$ cat src/rtl/vdps_pkg.sv
// shared types, constants and register map of the vector display point scanner
// no dependencies; imported by every module of the block
package vdps_pkg;

    // default values of the top-level parameters
    localparam int DEF_POINT_DEPTH = 1024;
    localparam int DEF_DAC_BITS    = 12;

    // field widths
    localparam int IDX_W    = 10;   // load_index and scan index
    localparam int COORD_W  = 8;    // point_x, point_y
    localparam int OFS_W    = 12;   // offset and span registers
    localparam int DIV_W    = 9;    // divisor registers
    localparam int CNT_W    = 11;   // point_count register
    localparam int SCALE_W  = 12;   // scaled coordinate inside a DAC word
    localparam int XWORD_W  = 13;
    localparam int YWORD_W  = 16;
    localparam int MAG_W    = 20;   // magnitude of coordinate times span difference
    localparam int PROD_W   = COORD_W + 1 + OFS_W + 1;  // signed product
    localparam int SUM_W    = 22;   // offset plus signed quotient
    localparam int S_DATA_W = 32;
    localparam int M_DATA_W = 32;
    localparam int PADDR_W  = 5;
    localparam int PDATA_W  = 32;

    // DAC word headers
    localparam logic [0:0] X_HDR = 1'b1;
    localparam logic [3:0] Y_HDR = 4'h9;

    // operation codes carried on tuser
    localparam logic OP_LOAD = 1'b0;
    localparam logic OP_TICK = 1'b1;

    // register indexes (byte address is four times the index)
    localparam logic [2:0] REG_X_OFFSET_MIN = 3'd0;
    localparam logic [2:0] REG_X_SPAN_MAX   = 3'd1;
    localparam logic [2:0] REG_X_DIVISOR    = 3'd2;
    localparam logic [2:0] REG_Y_OFFSET_MIN = 3'd3;
    localparam logic [2:0] REG_Y_SPAN_MAX   = 3'd4;
    localparam logic [2:0] REG_Y_DIVISOR    = 3'd5;
    localparam logic [2:0] REG_POINT_COUNT  = 3'd6;

    // configuration register set
    typedef struct packed {
        logic [OFS_W-1:0] x_offset_min;
        logic [OFS_W-1:0] x_span_max;
        logic [DIV_W-1:0] x_divisor;
        logic [OFS_W-1:0] y_offset_min;
        logic [OFS_W-1:0] y_span_max;
        logic [DIV_W-1:0] y_divisor;
        logic [CNT_W-1:0] point_count;
    } t_cfg;

    // controller to datapath commands
    typedef struct packed {
        logic wr_en;       // store a loaded point
        logic rd_en;       // read the point at the scan index
        logic mul_en;      // form both products
        logic div_start;   // launch both dividers
        logic out_load;    // capture the result and advance the scan index
    } t_dp_cmd;

    // datapath to controller status
    typedef struct packed {
        logic div_done;
        logic out_free;
    } t_dp_stat;

endpackage

$ cat src/rtl/vdps_ctrl.sv
// controller state machine sequencing load and tick items through the datapath
// depends on vdps_pkg for command and status types
module vdps_ctrl (
    input  logic               i_clk,
    input  logic               i_rst_n,
    input  logic               i_s_tvalid,
    input  logic               i_op,
    input  vdps_pkg::t_dp_stat i_stat,
    output logic               o_s_tready,
    output vdps_pkg::t_dp_cmd  o_cmd
);
    import vdps_pkg::*;

    typedef enum logic [4:0] {
        S_IDLE = 5'b00001,
        S_READ = 5'b00010,
        S_MUL  = 5'b00100,
        S_DIV  = 5'b01000,
        S_DONE = 5'b10000
    } t_state;

    t_state r_state, n_state;
    logic   xfer;

    assign xfer = i_s_tvalid && (r_state == S_IDLE);

    // next state and commands
    always_comb begin
        n_state          = r_state;
        o_cmd            = '0;
        o_cmd.wr_en      = xfer && (i_op == OP_LOAD);
        o_cmd.rd_en      = xfer && (i_op == OP_TICK);
        unique case (r_state)
            S_IDLE: begin
                if (xfer && (i_op == OP_TICK)) n_state = S_READ;
            end
            S_READ: begin
                o_cmd.mul_en = 1'b1;
                n_state      = S_MUL;
            end
            S_MUL: begin
                o_cmd.div_start = 1'b1;
                n_state         = S_DIV;
            end
            S_DIV: begin
                if (i_stat.div_done) n_state = S_DONE;
            end
            S_DONE: begin
                if (i_stat.out_free) begin
                    o_cmd.out_load = 1'b1;
                    n_state        = S_IDLE;
                end
            end
            default: n_state = S_IDLE;
        endcase
    end

    always_ff @(posedge i_clk) begin
        if (!i_rst_n) begin
            r_state <= S_IDLE;
        end else begin
            r_state <= n_state;
        end
    end

    assign o_s_tready = (r_state == S_IDLE);

endmodule

$ cat config.mk
export PLATFORM = sky130hd
export DESIGN_NAME = vdps_ctrl
export DESIGN_NICKNAME = d
export VERILOG_FILES = /design/src/rtl/vdps_pkg.sv /design/src/rtl/vdps_ctrl.sv
export SDC_FILE = /design/constraint.sdc
export NUM_CORES = 1
export LEC_CHECK = 0
export ABC_AREA = 1
export BUFFER_PORTS_ARGS = -buffer_cell sky130_fd_sc_hd__buf_2
export CAP_MARGIN = 10
export CORE_AREA = 5 5 42 44
export DETAILED_ROUTE_END_ITERATION = 10
export DIE_AREA = 0 0 47 49
export HOLD_SLACK_MARGIN = 0.15
export PLACE_DENSITY = 0.4
export SYNTH_ARGS = -nofsm -noshare
export SYNTH_HDL_FRONTEND = slang
export SYNTH_SLANG_ARGS = --single-unit
$ cat constraint.sdc
create_clock -name i_clk -period 1.2 [get_ports i_clk]
set_input_delay 0.06 -clock i_clk [delete_from_list [all_inputs] [get_ports i_clk]]
set_output_delay 0.06 -clock i_clk [all_outputs]
set_load 0.005 [all_outputs]
== Word level (Yosys, flattened, before mapping) ==
Cells that the tools add are included.

* Eq/ne operators: 8
* Mux-type cells: 8
* Bitwise gates (word level): 1
* Reductions and logical operators: 4

{| class="wikitable"
|+ Operators with widths
! operator !! number
|-
| 5-bit one-hot mux with 5 select lines || 1
|-
| 5-bit 2-to-1 mux || 3
|-
| 5-bit by 1-bit equality test with 1-bit output, second input constant || 1
|-
| 5-bit by 2-bit equality test with 1-bit output, second input constant || 1
|-
| 5-bit by 3-bit equality test with 1-bit output, second input constant || 1
|-
| 5-bit by 4-bit equality test with 1-bit output, second input constant || 1
|-
| 5-bit equality test, second input constant || 1
|-
| 1-bit 2-to-1 mux || 4
|-
| 2-bit inequality test, second input constant || 2
|-
| 1-bit logical AND || 3
|-
| 3-bit AND reduction || 1
|-
| 2-bit by 1-bit inequality test with 1-bit output, second input constant || 1
|-
| 1-bit NOT || 1
|}

* Register bits after elaboration: 5
* Bits of input ports: 6
* Output and inout port bits: 6

== Depth between registers and ports, before layout ==
* Depth after elaboration: 5
* Gate-level depth with buffers: 7
* Mapped depth without buffers: 7

== Worst setup path before layout ==
OpenSTA, ideal clock, no wires.

* Path type: register to register
* Start: register r_state[3]
* End: register r_state[4]
* Library setup time: 0.116 ns
* Arrival: 0.885 ns
* Data required time: 1.084 ns
* Path slack: 0.199 ns
* Cell stages (with the launch flop): 7
* Buffers on the path: 0
* Period minus slack after synthesis: 1.001 ns
* Path through: dfxtp_1 -> nor2_2 -> nand3_2 -> a21oi_1 -> nor2_1 -> o211ai_1 -> inv_1

* Cells in the longest elaborated chain, start to end: 5
* Elaborated cells between the ends (all ways): 12
* Those cells by class: eq/ne (8); mux (1); reduce/logical (3)

{| class="wikitable"
|+ Ends and longest elaborated chain
! item !! RTL line !! source
|-
| start, declared || vdps_ctrl.sv:22 || <nowiki>t_state r_state, n_state;</nowiki>
|-
| start signal, assigned || vdps_ctrl.sv:62 || <nowiki>r_state <= n_state;</nowiki>
|-
| 5-bit by 1-bit equality test with 1-bit output || vdps_ctrl.sv:25, vdps_ctrl.sv:33 ||
|-
| 1-bit logical AND || vdps_ctrl.sv:25 || <nowiki>assign xfer = i_s_tvalid && (r_state == S_IDLE);</nowiki>
|-
| 1-bit logical AND || vdps_ctrl.sv:35 || <nowiki>if (xfer && (i_op == OP_TICK)) n_state = S_READ;</nowiki>
|-
| 2-bit by 1-bit inequality test with 1-bit output (no line) || n/a ||
|-
| 3-bit AND reduction (no line) || n/a ||
|}

Parallel ways exist; a longest one is shown, timed or not.
A chain may end at the register's enable or synchronous reset.

==> impl_results.md <==
- Max_cap viols: 0
- Hold_sp: i_stat[1]
- Max reg flops: 5
- Core Area: between 0.001 and 0.0015 sq mm
- Flops & latches, synth: 5
- Reg with most FFs: r_state
- Antenna-violating nets left: 0
- Final Critical Period: 1.20 ns
- CP Cell Sequence: inv_2 -> nor2_4 -> nand3_4 -> nor3b_2 -> buf_2
- Syn_nets: 51
- Pleak: around 0.27 nW
- Worst-margin pin slew: 0.204 ns
- Final-report hold violation count: 0
- Root Driver: clkbuf_4
- Initial antenna violation count: 0
- Post-Syn Area: 300 sq um
- Area delta synth->final: 54.6%
- Cell count after synthesis: 45
- Kind of critical path: reg2out
- Worst R2R Start: r_state[3]$_SDFFE_PN0P_
- Gpl congestion: between 0.7 and 0.8
- Number of port buffers: 11
- Setup WS post-layout: -0.00106 ns
- Std-Cell Rows: 14
- Yosys top cell area share: 33.3%
- Drt via density: 4.31
- Vias in the first global route: 320
- Fin. max-slew vios: 0
- Failing checks: negative setup slack
- Die Y: 49 um
- Clock power share: 36.5%
- Buf/Inv on CP: 2
- Area contributors post-synth: dfxtp_1 33%, inv_1 15%, nor2_1 10%
- Max Root-Sink Buffers: 2
- Sw Ratio: 28.0%
- Pre-antenna DRT Iters: 4
- Fin nets: 71
- Die area: between 0.002 and 0.0025 sq mm
- Ports: 12
- Setup Total Neg Slack: -0.00106 ns
- Design area: 464 sq um
- Placed Cells: 71
- CTS Sinks: 5
- Type of the worst min-delay path: in2reg
- Internal Power: 0.372 mW
- Yosys Warn Count: 0
- Sw Pwr: approximately 0.15 mW
- Total routed wirelength: 713 um
- Die Wd: 47 um
- R2r setup slk: 0.10 ns
- Crit path arrival time: roughly 1.1 ns
- CTS Buf Count: 3
- Tot GR Track Use: 7.54%
- Worst setup EP type: output port
- Peak VDD IR: 0.592 mV
- First-pass GRT wire length: 1230 um
- Critical path's slowest cell: dfxtp_2
- Syn Area/Cell: 6.67 sq um
- DRC errors left: 0
- Layout Cells excl Fill: 80
- CP startpoint: r_state[0]$_SDFFE_PN1P_
- Initial Utilization: around 21%
- Status: finished, violations left
- CP required: 1.14 ns
- Most frequent cells in the layout: 11 x inv_1, 11 x buf_2, 7 x nor2_1
- Share of cells above drive strength 1: 46.9%
- Biggest regs: r_state: 5 flops
- Cell variety after synth: 15
- Number of diodes: 0
- Largest area contributor in the netlist: dfxtp_1
- WL per Instance: 8.91 um
- Clk pin slew, worst setup/hold paths: 0.04 ns
- Final setup fails: 1
- RSZ-0062 raised after global routing: true
- Skew final: 0.00104 ns
- Initial DRC count: 3
- Sequential cell fraction of total power: between 30 and 40%
- Startpoint Class: register
- Crit Path Max Fanout: 4
- Cell Pwr Density: 1110 mW/mm^2
- Seq/Total Area, Yosys: roughly a third
- Combinational power share: 26.2%
- Largest net degree at the start of global routing: 6
- TritonCTS clock tree: done
- Worst slew margin: a little under nine tenths
- Overall via count from detail_route: 345
- Clk_lat worst skew: between 0.2 and 0.25 ns
- CP top delay family: simple AND/OR/NAND/NOR gates
- Gr ovfl total: 0
- Htree depth: 1
- Slowest stage delay, CP: 0.35 ns
- Final period util: 100%
- Area post-placement: 368 sq um
- FMAX: 0.833 GHz
-- logic make-up after synthesis --
family / share of synthesized area, %
simple gates: 37.9
buf+inv: 18.7
flops: 33.3
compound gates: 10.0
-- timing repair --
item / 4_1_cts / 5_1_grt
setup endpoints to repair: 2 / 9
resized for setup: 5 / 5
hold buffers: 1 / 0
hold endpoints to repair: 4 / 0
pin swaps: 3 / 5
setup buffers: 4 / 1
-- worst reg2reg max path: stages (launching register included) --
cell and delay (ns):
dfxtp_2 0.32, nor2_4 0.15, buf_4 0.12, nand4_1 0.09
buf_4 0.16, nand3_1 0.08, o21ai_1 0.07
-- path summary, 6_finish.rpt --
check | cells after the start | end
worst max-delay path | 5 | o_cmd[3]
worst min-delay path | 4 | r_state[3]$_SDFFE_PN0P_
worst max register to register | 6 | r_state[0]$_SDFFE_PN1P_
worst min register to register | 2 | r_state[1]$_SDFFE_PN0P_
-- metrics by stage --
step           util (%)  total power [mW]  setup WS [ns]  hold WS, ns
2_1_floorplan         -             0.254          0.199        0.154
3_3_place_gp       26.3             0.292         0.0685        0.331
3_5_place_dp       26.3             0.292         0.0382        0.326
4_1_cts            31.6             0.517        -0.0413        0.164
5_1_grt            33.1             0.560        -0.0854        0.201
6_report           33.1             0.517       -0.00106        0.160
-- area by class of cell --
cell class	count	area (sq um)
Multi-Input combinational cell	26	169
Clock buffer	4	26.3
Timing Repair Buffer	16	95.1
Sequential cell	5	105
Tap cell	16	20.0
Fill cell	170	937
Inverter	13	48.8
-- synthesized netlist by cell type --
master and count:
inv_1 12, nor2_1 8, dfxtp_1 5, nand3_1 3, nand4_1 3, nor2_2 3, a21oi_1 2, o211ai_1 2
buf_4 1, inv_2 1, nand2_1 1, nand3_2 1, nor3_1 1, nor3b_2 1, o21ai_1 1
-- power groups by stage --
stage / combinational, mW / sequential [mW] / clock, mW
4_1_cts: 0.132 / 0.188 / 0.197
5_1_grt: 0.156 / 0.193 / 0.211
6_report: 0.136 / 0.193 / 0.189
3_5_place_dp: 0.104 / 0.188 / 0
3_3_place_gp: 0.104 / 0.188 / 0
2_1_floorplan: 0.0673 / 0.186 / 0
-- layer usage --
metal	track usage (%)	wire length [um]	vias to the layer above	part of all wire, %
li1	-	-	178	-
met1	8.79	289	157	41
met2	10.4	361	8	51
met3	2.21	52	2	7.3
met4	6.91	9	0	1.3
met5	0	0	-	0
Power figures use the tool's default switching activity.
